<file path="src/rtl/core/epc_pkg.sv">
// Shared types and constants for the ethertype / MAC priority classifier.
`default_nettype none

package epc_pkg;

  localparam int TYPE_ENTRIES_DEF = 8;
  localparam int MAC_ENTRIES_DEF  = 8;

  localparam logic [15:0] LENGTH_LIMIT = 16'h0600;
  localparam logic [15:0] VLAN_TPID    = 16'h8100;

  typedef enum logic [2:0] {
    OP_CLASSIFY = 3'd0,
    OP_ADD_TYPE = 3'd1,
    OP_DEL_TYPE = 3'd2,
    OP_ADD_MAC  = 3'd3,
    OP_DEL_MAC  = 3'd4
  } op_t;

  typedef enum logic [1:0] {
    ST_OK        = 2'd0,
    ST_FULL      = 2'd1,
    ST_NOT_FOUND = 2'd2
  } status_t;

  typedef enum logic [2:0] {
    S_IDLE,
    S_SCAN,
    S_DRAIN,
    S_DECIDE,
    S_FETCH,
    S_MOVE
  } state_t;

  typedef struct packed {
    logic [2:0]  operation;
    logic [47:0] dest_mac;
    logic [15:0] outer_type;
    logic [15:0] inner_type;
  } in_t;

  typedef struct packed {
    logic       is_priority;
    logic [1:0] status;
  } out_t;

  typedef struct packed {
    logic load;
    logic scan;
    logic fetch;
    logic append;
    logic move;
    logic finish;
  } cmd_t;

  typedef struct packed {
    op_t  op;
    logic scan_last;
    logic type_found;
    logic mac_found;
    logic type_full;
    logic mac_full;
  } stat_t;

endpackage

`default_nettype wire

</file>
<file path="src/rtl/core/ether_priority_classifier.sv">
// Top level of the ethertype / destination MAC priority classifier.
`default_nettype none

// Command port: an item is taken on a clock edge with start high and busy low.
// item.operation selects classify, add/remove ethertype or add/remove MAC.
// Each accepted beat yields exactly one result on the result port, flagged by
// done for a single cycle; the receiver cannot stall it.
// Both tables are scanned together, one entry per cycle, through a
// registered-read memory per table, over D entries with D the larger of
// TYPE_ENTRIES and MAC_ENTRIES. A remove that hits then reads the last entry
// and writes it into the hole before done rises.
// busy drops in the cycle done is high, so a new beat may be taken then;
// no new item is taken while one is in progress.
// Reset clears both entry counts, so both tables read as empty; table
// contents are not cleared and no entry at or above a count is used.
// Classify reports is_priority; add reports full when the entry is new and
// the table is out of room; remove ethertype reports not found on a miss.
module ether_priority_classifier #(
  parameter int TYPE_ENTRIES = epc_pkg::TYPE_ENTRIES_DEF,
  parameter int MAC_ENTRIES  = epc_pkg::MAC_ENTRIES_DEF
) (
  input  wire logic         clk,
  input  wire logic         rst,
  input  wire logic         start,
  output logic              busy,
  input  wire epc_pkg::in_t item,
  output logic              done,
  output epc_pkg::out_t     result
);

  epc_pkg::cmd_t  cmd;
  epc_pkg::stat_t stat;

  epc_ctrl u_ctrl (
    .clk   (clk),
    .rst   (rst),
    .start (start),
    .busy  (busy),
    .stat  (stat),
    .cmd   (cmd)
  );

  epc_dp #(
    .TYPE_ENTRIES (TYPE_ENTRIES),
    .MAC_ENTRIES  (MAC_ENTRIES)
  ) u_dp (
    .clk    (clk),
    .rst    (rst),
    .item   (item),
    .cmd    (cmd),
    .stat   (stat),
    .done   (done),
    .result (result)
  );

endmodule

`default_nettype wire

</file>
<file path="src/rtl/core/epc_ctrl.sv">
// Sequencer for the classifier: scan, decide, and move-last-into-hole.
`default_nettype none

module epc_ctrl (
  input  wire logic           clk,
  input  wire logic           rst,
  input  wire logic           start,
  output logic                busy,
  input  wire epc_pkg::stat_t stat,
  output epc_pkg::cmd_t       cmd
);

  epc_pkg::state_t state, state_next;

  always_ff @(posedge clk) begin
    if (rst) begin
      state <= epc_pkg::S_IDLE;
    end else begin
      state <= state_next;
    end
  end

  always_comb begin
    state_next = state;
    cmd        = '0;
    busy       = (state != epc_pkg::S_IDLE);
    unique case (state)
      epc_pkg::S_IDLE: begin
        if (start) begin
          cmd.load   = 1'b1;
          state_next = epc_pkg::S_SCAN;
        end
      end
      epc_pkg::S_SCAN: begin
        cmd.scan = 1'b1;
        if (stat.scan_last) begin
          state_next = epc_pkg::S_DRAIN;
        end
      end
      epc_pkg::S_DRAIN: begin
        state_next = epc_pkg::S_DECIDE;
      end
      epc_pkg::S_DECIDE: begin
        state_next = epc_pkg::S_IDLE;
        cmd.finish = 1'b1;
        unique case (stat.op)
          epc_pkg::OP_ADD_TYPE: begin
            cmd.append = !stat.type_found && !stat.type_full;
          end
          epc_pkg::OP_ADD_MAC: begin
            cmd.append = !stat.mac_found && !stat.mac_full;
          end
          epc_pkg::OP_DEL_TYPE: begin
            if (stat.type_found) begin
              cmd.finish = 1'b0;
              state_next = epc_pkg::S_FETCH;
            end
          end
          epc_pkg::OP_DEL_MAC: begin
            if (stat.mac_found) begin
              cmd.finish = 1'b0;
              state_next = epc_pkg::S_FETCH;
            end
          end
          default: begin
          end
        endcase
      end
      epc_pkg::S_FETCH: begin
        cmd.fetch  = 1'b1;
        state_next = epc_pkg::S_MOVE;
      end
      epc_pkg::S_MOVE: begin
        cmd.move   = 1'b1;
        cmd.finish = 1'b1;
        state_next = epc_pkg::S_IDLE;
      end
      default: begin
        state_next = epc_pkg::S_IDLE;
      end
    endcase
  end

endmodule

`default_nettype wire

</file>
<file path="src/rtl/core/epc_dp.sv">
// Datapath: both match tables, counts, scan compare and result register.
`default_nettype none

module epc_dp #(
  parameter int TYPE_ENTRIES = epc_pkg::TYPE_ENTRIES_DEF,
  parameter int MAC_ENTRIES  = epc_pkg::MAC_ENTRIES_DEF
) (
  input  wire logic          clk,
  input  wire logic          rst,
  input  wire epc_pkg::in_t  item,
  input  wire epc_pkg::cmd_t cmd,
  output epc_pkg::stat_t     stat,
  output logic               done,
  output epc_pkg::out_t      result
);

  localparam int SCAN_DEPTH = (TYPE_ENTRIES > MAC_ENTRIES) ? TYPE_ENTRIES : MAC_ENTRIES;
  localparam int SW   = (SCAN_DEPTH > 1) ? $clog2(SCAN_DEPTH) : 1;
  localparam int TAW  = (TYPE_ENTRIES > 1) ? $clog2(TYPE_ENTRIES) : 1;
  localparam int MAW  = (MAC_ENTRIES > 1) ? $clog2(MAC_ENTRIES) : 1;
  localparam int TCW  = $clog2(TYPE_ENTRIES + 1);
  localparam int MCW  = $clog2(MAC_ENTRIES + 1);
  localparam int CMPW = $clog2(SCAN_DEPTH + 1) + 1;

  logic [15:0] type_mem [TYPE_ENTRIES];
  logic [47:0] mac_mem  [MAC_ENTRIES];

  epc_pkg::op_t op;
  logic [47:0]  mac;
  logic [15:0]  outer;
  logic [15:0]  inner;

  logic [TCW-1:0] type_count;
  logic [MCW-1:0] mac_count;
  logic [SW-1:0]  cnt;
  logic           rd_valid;
  logic [SW-1:0]  rd_idx;
  logic [15:0]    type_rd;
  logic [47:0]    mac_rd;
  logic           type_found;
  logic           mac_found;
  logic [SW-1:0]  type_idx;
  logic [SW-1:0]  mac_idx;

  logic [15:0]    type_key;
  logic           type_hit;
  logic           mac_hit;
  logic [TCW-1:0] type_last;
  logic [MCW-1:0] mac_last;
  logic [TAW-1:0] type_ra;
  logic [MAW-1:0] mac_ra;
  logic           type_we;
  logic           mac_we;
  logic [TAW-1:0] type_wa;
  logic [MAW-1:0] mac_wa;
  logic [15:0]    type_wd;
  logic [47:0]    mac_wd;
  logic           type_full;
  logic           mac_full;
  epc_pkg::out_t  res_next;

  assign type_key  = (op == epc_pkg::OP_CLASSIFY && outer == epc_pkg::VLAN_TPID) ? inner : outer;
  assign type_hit  = rd_valid && (CMPW'(rd_idx) < CMPW'(type_count)) && (type_rd == type_key);
  assign mac_hit   = rd_valid && (CMPW'(rd_idx) < CMPW'(mac_count)) && (mac_rd == mac);
  assign type_last = type_count - TCW'(1);
  assign mac_last  = mac_count - MCW'(1);
  assign type_full = (type_count == TCW'(TYPE_ENTRIES));
  assign mac_full  = (mac_count == MCW'(MAC_ENTRIES));

  assign type_ra = cmd.fetch ? type_last[TAW-1:0] : cnt[TAW-1:0];
  assign mac_ra  = cmd.fetch ? mac_last[MAW-1:0] : cnt[MAW-1:0];

  assign type_we = (cmd.append && op == epc_pkg::OP_ADD_TYPE) ||
                   (cmd.move && op == epc_pkg::OP_DEL_TYPE);
  assign mac_we  = (cmd.append && op == epc_pkg::OP_ADD_MAC) ||
                   (cmd.move && op == epc_pkg::OP_DEL_MAC);
  assign type_wa = cmd.move ? type_idx[TAW-1:0] : type_count[TAW-1:0];
  assign mac_wa  = cmd.move ? mac_idx[MAW-1:0] : mac_count[MAW-1:0];
  assign type_wd = cmd.move ? type_rd : outer;
  assign mac_wd  = cmd.move ? mac_rd : mac;

  always_ff @(posedge clk) begin
    if (type_we) begin
      type_mem[type_wa] <= type_wd;
    end
    type_rd <= type_mem[type_ra];
  end

  always_ff @(posedge clk) begin
    if (mac_we) begin
      mac_mem[mac_wa] <= mac_wd;
    end
    mac_rd <= mac_mem[mac_ra];
  end

  // item capture and scan bookkeeping
  always_ff @(posedge clk) begin
    if (cmd.load) begin
      op         <= epc_pkg::op_t'(item.operation);
      mac        <= item.dest_mac;
      outer      <= item.outer_type;
      inner      <= item.inner_type;
      cnt        <= '0;
      type_found <= 1'b0;
      mac_found  <= 1'b0;
    end else begin
      if (cmd.scan) begin
        cnt <= cnt + SW'(1);
      end
      if (type_hit && !type_found) begin
        type_found <= 1'b1;
        type_idx   <= rd_idx;
      end
      if (mac_hit && !mac_found) begin
        mac_found <= 1'b1;
        mac_idx   <= rd_idx;
      end
    end
    rd_idx <= cnt;
  end

  always_ff @(posedge clk) begin
    if (rst) begin
      rd_valid   <= 1'b0;
      type_count <= '0;
      mac_count  <= '0;
      done       <= 1'b0;
    end else begin
      rd_valid <= cmd.scan;
      done     <= cmd.finish;
      if (type_we) begin
        type_count <= cmd.move ? type_count - TCW'(1) : type_count + TCW'(1);
      end
      if (mac_we) begin
        mac_count <= cmd.move ? mac_count - MCW'(1) : mac_count + MCW'(1);
      end
    end
  end

  always_comb begin
    res_next = '0;
    unique case (op)
      epc_pkg::OP_CLASSIFY: begin
        res_next.is_priority = (outer >= epc_pkg::LENGTH_LIMIT && type_found) || mac_found;
      end
      epc_pkg::OP_ADD_TYPE: begin
        if (!type_found && type_full) begin
          res_next.status = epc_pkg::ST_FULL;
        end
      end
      epc_pkg::OP_ADD_MAC: begin
        if (!mac_found && mac_full) begin
          res_next.status = epc_pkg::ST_FULL;
        end
      end
      epc_pkg::OP_DEL_TYPE: begin
        if (!type_found) begin
          res_next.status = epc_pkg::ST_NOT_FOUND;
        end
      end
      default: begin
      end
    endcase
  end

  always_ff @(posedge clk) begin
    if (cmd.finish) begin
      result <= res_next;
    end
  end

  always_comb begin
    stat            = '0;
    stat.op         = op;
    stat.scan_last  = (cnt == SW'(SCAN_DEPTH - 1));
    stat.type_found = type_found;
    stat.mac_found  = mac_found;
    stat.type_full  = type_full;
    stat.mac_full   = mac_full;
  end

  a_done_single: assert property (@(posedge clk) disable iff (rst) done |=> !done)
    else $error("result strobe held longer than one cycle");

  a_type_bound: assert property (@(posedge clk) disable iff (rst)
    CMPW'(type_count) <= CMPW'(TYPE_ENTRIES))
    else $error("type count above table depth");

  a_mac_bound: assert property (@(posedge clk) disable iff (rst)
    CMPW'(mac_count) <= CMPW'(MAC_ENTRIES))
    else $error("mac count above table depth");

  a_move_hit: assert property (@(posedge clk) disable iff (rst)
    cmd.move |-> ((op == epc_pkg::OP_DEL_TYPE && type_found) ||
                  (op == epc_pkg::OP_DEL_MAC && mac_found)))
    else $error("entry move without a matching entry");

  a_append_room: assert property (@(posedge clk) disable iff (rst)
    cmd.append |-> ((op == epc_pkg::OP_ADD_TYPE && !type_full) ||
                    (op == epc_pkg::OP_ADD_MAC && !mac_full)))
    else $error("append into a full table");

endmodule

`default_nettype wire

</file>
<file path="config.mk">
export PLATFORM = sky130hd
export DESIGN_NAME = ether_priority_classifier
export DESIGN_NICKNAME = d
export VERILOG_FILES = /design/src/rtl/core/epc_pkg.sv /design/src/rtl/core/ether_priority_classifier.sv /design/src/rtl/core/epc_ctrl.sv /design/src/rtl/core/epc_dp.sv
export SDC_FILE = /design/constraint.sdc
export NUM_CORES = 1
export LEC_CHECK = 0
export BUFFER_PORTS_ARGS = -buffer_cell sky130_fd_sc_hd__buf_2
export CAP_MARGIN = 15
export CORE_MARGIN = 10
export CORE_UTILIZATION = 45
export DETAILED_ROUTE_END_ITERATION = 16
export PLACE_DENSITY = 0.59
export REMOVE_ABC_BUFFERS = 1
export SYNTH_ARGS = -nofsm -noshare
export SYNTH_HDL_FRONTEND = slang
export SYNTH_SLANG_ARGS = --single-unit
</file>
<file path="constraint.sdc">
create_clock -name clk -period 4.9 [get_ports clk]
set_input_delay 0.49 -clock clk [delete_from_list [all_inputs] [get_ports clk]]
set_output_delay 0.49 -clock clk [all_outputs]
set_load 0.01 [all_outputs]
</file>
=== Word-level counts from Yosys, hierarchy flattened ===
Memories as Yosys holds them, arrays and structs flattened. A register that Yosys moved wholly into a read port is not among the register bits.
Index checks and enable logic that the tools add are counted.

* Bits in registers: 113
* RAM bits: 512
* Input port bits: 86
* Word-level logic and storage cells: 108
* Memories: 2

{| class="wikitable"
|+ Memories
! name !! words !! bits a word !! rd ports !! clocked after Yosys merged registers in !! wr ports !! RTL line !! RTL
|-
| u_dp.mac_mem || 8 || 48 || 1 || 1 || 1 || epc_dp.sv:26 || <nowiki>logic [47:0] mac_mem [MAC_ENTRIES];</nowiki>
|-
| u_dp.type_mem || 8 || 16 || 1 || 1 || 1 || epc_dp.sv:25 || <nowiki>logic [15:0] type_mem [TYPE_ENTRIES];</nowiki>
|}

* Add/subtract/negate cells: 5
* Order comparisons: 3
* Equal/unequal tests: 17
* Mux-type cells: 34
* Bitwise logic cells: 1
* Reduce and logical (&&, ||, !) cells: 29

{| class="wikitable"
|+ Operators with widths
! kind !! number
|-
| 48-bit == test || 1
|-
| 48-bit 2-to-1 mux || 1
|-
| 16-bit 2-to-1 mux || 2
|-
| 3-bit 2-to-1 mux || 8
|-
| 16-bit == test || 1
|-
| 16-bit == test, second input constant || 1
|-
| 16-bit by 11-bit greater-or-equal comparator with 1-bit output, second input constant || 1
|-
| 1-bit logical AND || 16
|-
| 3-bit one-hot mux with 5 select lines || 1
|-
| 1-bit 2-to-1 mux || 14
|-
| 3-bit by 2-bit == test with 1-bit output, second input constant || 4
|-
| 3-bit == test, second input constant || 4
|-
| 4-bit by 1-bit adder with 4-bit output, second input constant || 2
|-
| 4-bit == test, second input constant || 2
|-
| 3-bit by 4-bit less-than comparator with 1-bit output || 2
|-
| 4-bit 2-to-1 mux || 2
|-
| 4-bit by 1-bit subtractor with 4-bit output, second input constant || 2
|-
| 3-bit by 1-bit == test with 1-bit output, second input constant || 2
|-
| 3-bit zero test || 2
|-
| 1-bit one-hot mux with 2 select lines || 3
|-
| 2-bit one-hot mux with 3 select lines || 1
|-
| 3-bit one-hot mux with 2 select lines || 1
|-
| 2-bit AND reduction || 3
|-
| 1-bit zero test || 4
|-
| 6 further kinds || 9
|}

=== Longest topological paths before layout ===
* Depth after elaboration: 9
* Mapped depth: 11
* Depth with buffers taken out: 8

=== Hierarchy ===
Synthesis repeated with hierarchy kept, for this count alone.

* Cells, all modules: 1318
* Area, all modules: 26545.5 um^2

{| class="wikitable"
|+ By module, submodules not included
! module !! times used !! cells each !! area each (um^2) !! sequential area each (um^2)
|-
| epc_dp || 1 || 1288 || 26311.5 || 19779.0
|-
| epc_ctrl || 1 || 30 || 234.0 || 60.1
|}

=== Worst setup path before layout ===
OpenSTA, ideal clock, no wires.

* Kind: reg2reg
* From: register u_dp.op[1]
* To: memory u_dp.mac_mem[7][0] (enable)
* Data arrival time: 3.651 ns
* Data required time: 4.446 ns
* Path slack: 0.795 ns
* Stages on the path, launching flop included: 8
* Path buffers: 1
* Clock period less this slack: 4.105 ns
* Cell sequence: edfxtp_1 clkbuf_2 nor4b_1 a22oi_1 nor3_2 nor2_1 or2_2 nor2_1

* Word-level cells in the longest chain between the ends: 7
* Elaborated cells between the ends (all ways): 10
* Classes of those cells: eq/ne: 3; mux: 4; reduce/logical: 3

{| class="wikitable"
|+ Ends and longest elaborated chain
! element !! RTL line !! RTL
|-
| start: declaration || epc_dp.sv:28 || <nowiki>epc_pkg::op_t op;</nowiki>
|-
| start signal: assignment || epc_dp.sv:99 || <nowiki>op <= epc_pkg::op_t'(item.operation);</nowiki>
|-
| 3-bit by 2-bit == test with 1-bit output / 3-bit by 1-bit == test with 1-bit output (equally long branches) || epc_ctrl.sv:46, epc_dp.sv:75 ||
|-
| 1-bit one-hot mux with 2 select lines || epc_ctrl.sv:46 || <nowiki>unique case (stat.op)</nowiki>
|-
| 1-bit 2-to-1 mux || epc_ctrl.sv:27 || <nowiki>unique case (state)</nowiki>
|-
| 1-bit logical AND || epc_dp.sv:75 || <nowiki>assign mac_we = (cmd.append && op == epc_pkg::OP_ADD_MAC) ||</nowiki>
|-
| 1-bit logical OR (*) || epc_dp.sv:75 ||
|-
| 1-bit 2-to-1 mux (*) || epc_dp.sv:90 || <nowiki>if (mac_we) begin</nowiki>
|-
| 1-bit 2-to-1 mux (not written as such) (*) || epc_dp.sv:91 || <nowiki>mac_mem[mac_wa] <= mac_wd;</nowiki>
|-
| end: declaration || epc_dp.sv:26 ||
|}

Every way passes the cells marked *; elsewhere a longest branch is shown, timed or not.

=== Final worst setup path ===
* From: register u_ctrl.state[1]
* To: memory u_dp.type_mem[1][1] (enable)

* Word-level cells in the longest chain between the ends: 6
* Elaborated cells between the ends (all ways): 10
* Classes of those cells: eq/ne: 2; mux: 5; reduce/logical: 3

{| class="wikitable"
|+ Ends and longest elaborated chain
! element !! RTL line !! RTL
|-
| start: declaration || epc_ctrl.sv:13 || <nowiki>epc_pkg::state_t state, state_next;</nowiki>
|-
| start signal: assignment || epc_ctrl.sv:17 || <nowiki>state <= epc_pkg::S_IDLE;</nowiki>
|-
| start signal: assignment || epc_ctrl.sv:19 || <nowiki>state <= state_next;</nowiki>
|-
| 3-bit by 2-bit == test with 1-bit output / 3-bit == test (equally long branches) || epc_ctrl.sv:27 ||
|-
| 1-bit 2-to-1 mux || epc_ctrl.sv:27 ||
|-
| 1-bit logical AND (on tied branches) || epc_dp.sv:73, epc_dp.sv:74 ||
|-
| 1-bit logical OR || epc_dp.sv:73 || <nowiki>assign type_we = (cmd.append && op == epc_pkg::OP_ADD_TYPE) ||</nowiki>
|-
| 1-bit 2-to-1 mux || epc_dp.sv:83 || <nowiki>if (type_we) begin</nowiki>
|-
| 1-bit 2-to-1 mux (not written as such) || epc_dp.sv:84 || <nowiki>type_mem[type_wa] <= type_wd;</nowiki>
|-
| end: declaration || epc_dp.sv:25 ||
|}

Parallel ways exist; a longest one is shown, timed or not.

==> reports/results.ini <==
[global_route]
grt_antenna_before_repair=0
grt_pass1_wl_um=92940
first_global_vias=15468
grt.total_usage_pct=16.94
grt_max_degree=69
grt_overflow_total=0

[worst_setup_path]
slowest_stage=buf_4
cp.required_ns=5.23
startpoint_type=flop
crit_path_frequent_cell=buf_4
r2r_cells=8
crit_fanout=54
cpPeakStageDelay_ns=0.68
critPathKind=reg -> reg
endpoint_kind=flop
worstPathCellList=nand3b_1 -> buf_4 -> buf_4 -> nor3b_1 -> o21bai_1 -> nand2b_1 -> nor2_1 -> buf_4
cp.arrival_ns=3.96

[logic_synthesis]
syn-cell-area_um2=27100
yosysTopAreaCell=edfxtp_1
ys_warn_count=0
yosysSeqAreaShare_pct=73.21
ys_top_cells_by_area=edfxtp_1 (67%), dfxtp_1 (6.3%), nand2_1 (4.3%)
avgSynthCellArea_um2=15.05
postSynthCellCount=1801
synthDistinctLibCells=60
synth_top_area_share_pct=66.93
synthFlopType=edfxtp_1
synthArstFlopShare_pct=0
yosys_register_bits=689
synth-edff-count=604

[power_and_ir_drop]
leakagePower_nw=10.52
pwr_density_cell_nw_per_um2=438.1
max-vdd-ir-drop_mv=0.2456

[sta]
worstMarginPinSlew_ns=1.115
clock_skew_ns=0.01922
final_hold_viol_count=0
finalSetupViolCount=0
drv_slew=0
finalCriticalPeriod_ns=3.624
whs_ns=0.04599
relSlewSlack_pct=24.86
rsz0062_at_grt=no
clock.fmax_mhz=276.0
fin_crit_sh_pct=73.95

[layout]
finalNetCount=2005
areaGrowthSynthToFinish_pct=14.43
diodes=0
drive_gt1_share_pct=19.05
fin_cells=2741

[clock_network]
cts-buffers-inserted=73
cts_tree=done
path_clk_slew_ns=0.06
cts_hold_buf=0
cts-root-buf=clkbuf_16
cts_resized=0
htreeDepth=3
clk_path_buf_depth=3
cts_num_sinks=689
cts_setup_buffers=0
insertion_delay_ns=0.61

[detailed_routing]
firstDrtPassIters=5
via_per_inst=5.535
drt_iter0_markers=1191
wl_met1_um=26640
vias=15171
drt-wirelength-per-cell_um=21.82
route.detailed.drc=0
finalWirelength_um=59800
wl_met2_um=28910
routed-wl-met3_um=2662
ant_nets=0
highest_layer=met4

[hold_path]
min_path_type=in -> reg
worstHoldPathCells=1

[die]
rows=89
initial_core_util_pct=45.65
fp.dieH_um=265.4
ios=91
die_w_um=265.4
die-area_um2=70430
coreArea_um2=59350

[placement]
hpwl_um=34610
dp_cells=2607
io_buffer_count=90
place_congestion=0.8218

[run]
cap_violations=0

[status]
run_status=finished, final reports clean

## per-stage QoR
step                cell area, µm²  TNS, ns  setup slack [ns]  total power, mW  util (%)
floorplan                    26640  -950.91            -6.069            7.916         -
global placement             28630        0             1.397            8.263     48.24
detailed placement           28630        0             1.313            8.292     48.24
CTS                          31010        0             1.277            13.73     52.24
global route                 31010        0             1.055            14.12     52.24
finish                       31010        0             1.276            13.58     52.24
## cell type report
class	instances	area, µm²
multi-input combinational	986	6807
clock buffer	105	2059
tap	773	967.2
fill	4781	28350
clock inverter	29	315.3
timing repair buffer	132	915.9
sequential	689	19840
inverter	27	103.9
## sequential cells by signal (all words and copies together) (netlist names), 3 cells and up
register	cells
u_ctrl.state	3
u_dp.cnt	3
u_dp.inner	16
u_dp.mac	48
u_dp.mac_count	4
u_dp.mac_idx	3
u_dp.mac_mem	384
u_dp.mac_rd	48
u_dp.op	3
u_dp.outer	16
u_dp.rd_idx	3
u_dp.result	3
u_dp.type_count	4
u_dp.type_idx	3
u_dp.type_mem	128
u_dp.type_rd	16
## cell families after synthesis
group / after synthesis / synth area share [%]
DFF: 689 / 73.21
and+or+nand+nor: 580 / 9.969
AOI/OAI and AO/OA: 231 / 6.668
buffers and inverters: 126 / 2.064
muxes: 107 / 5.749
xor gates and xnor gates: 58 / 1.875
adders and majority gates: 10 / 0.4617
## metal layers
| metal | up-vias | track usage [%] |
|---|---|---|
| met2 | 358 | 27.97 |
| met3 | 108 | 3.294 |
| met4 | 0 | 5.544 |
| met5 | - | 0 |
| met1 | 7643 | 22.25 |
| li1 | 7062 | - |
## cells in the mapped netlist (all sizes together), types with 8 or more instances
cell type	n
o21ai	20
dfxtp	85
nand3	99
inv	27
mux2	69
ha	10
nor2b	64
a2111oi	8
clkbuf	46
edfxtp	604
nor4	15
a21oi	16
nor3b	13
xnor2	15
a211oi	50
a31o	48
a311oi	51
nand2	311
xor2	43
buf	53
mux4	32
nor2	35
nor3	9
## power breakdown
part	internal (mW)	switching [mW]
clock network	3.21	2.22
logic	0.568	0.819
registers	6.60	0.168
total	10.4	3.20
## path summary, 6_finish.rpt
path / slack [ns] / start / to
max: 1.28 / u_ctrl.state[1] / u_dp.type_mem[1][1]
min reg2reg: 0.39 / u_dp.cnt[2] / u_dp.rd_idx[2]
min: 0.05 / item[33] / u_dp.mac[1]
max reg2reg: 1.28 / u_ctrl.state[1] / u_dp.type_mem[1][1]
## critical path, delay by kind of cell, from the launching register on
kind                   cells  cell delay, ns
buffers and inverters      3            1.53
AND/OR/NAND/NOR            4            0.65
flip-flops                 1            0.58
AO/OA/AOI/OAI              1            0.49
## placed cells by master, fill, tap and decap left out, types with 50 or more instances in the layout
cell type / n
nor2b_1: 64
nand3_1: 99
edfxtp_1: 604
a311oi_1: 51
buf_2: 90
nand2_1: 311
a211oi_1: 50
mux2_2: 69
clkbuf_16: 75
dfxtp_1: 85
Power figures use the tool's default switching activity.
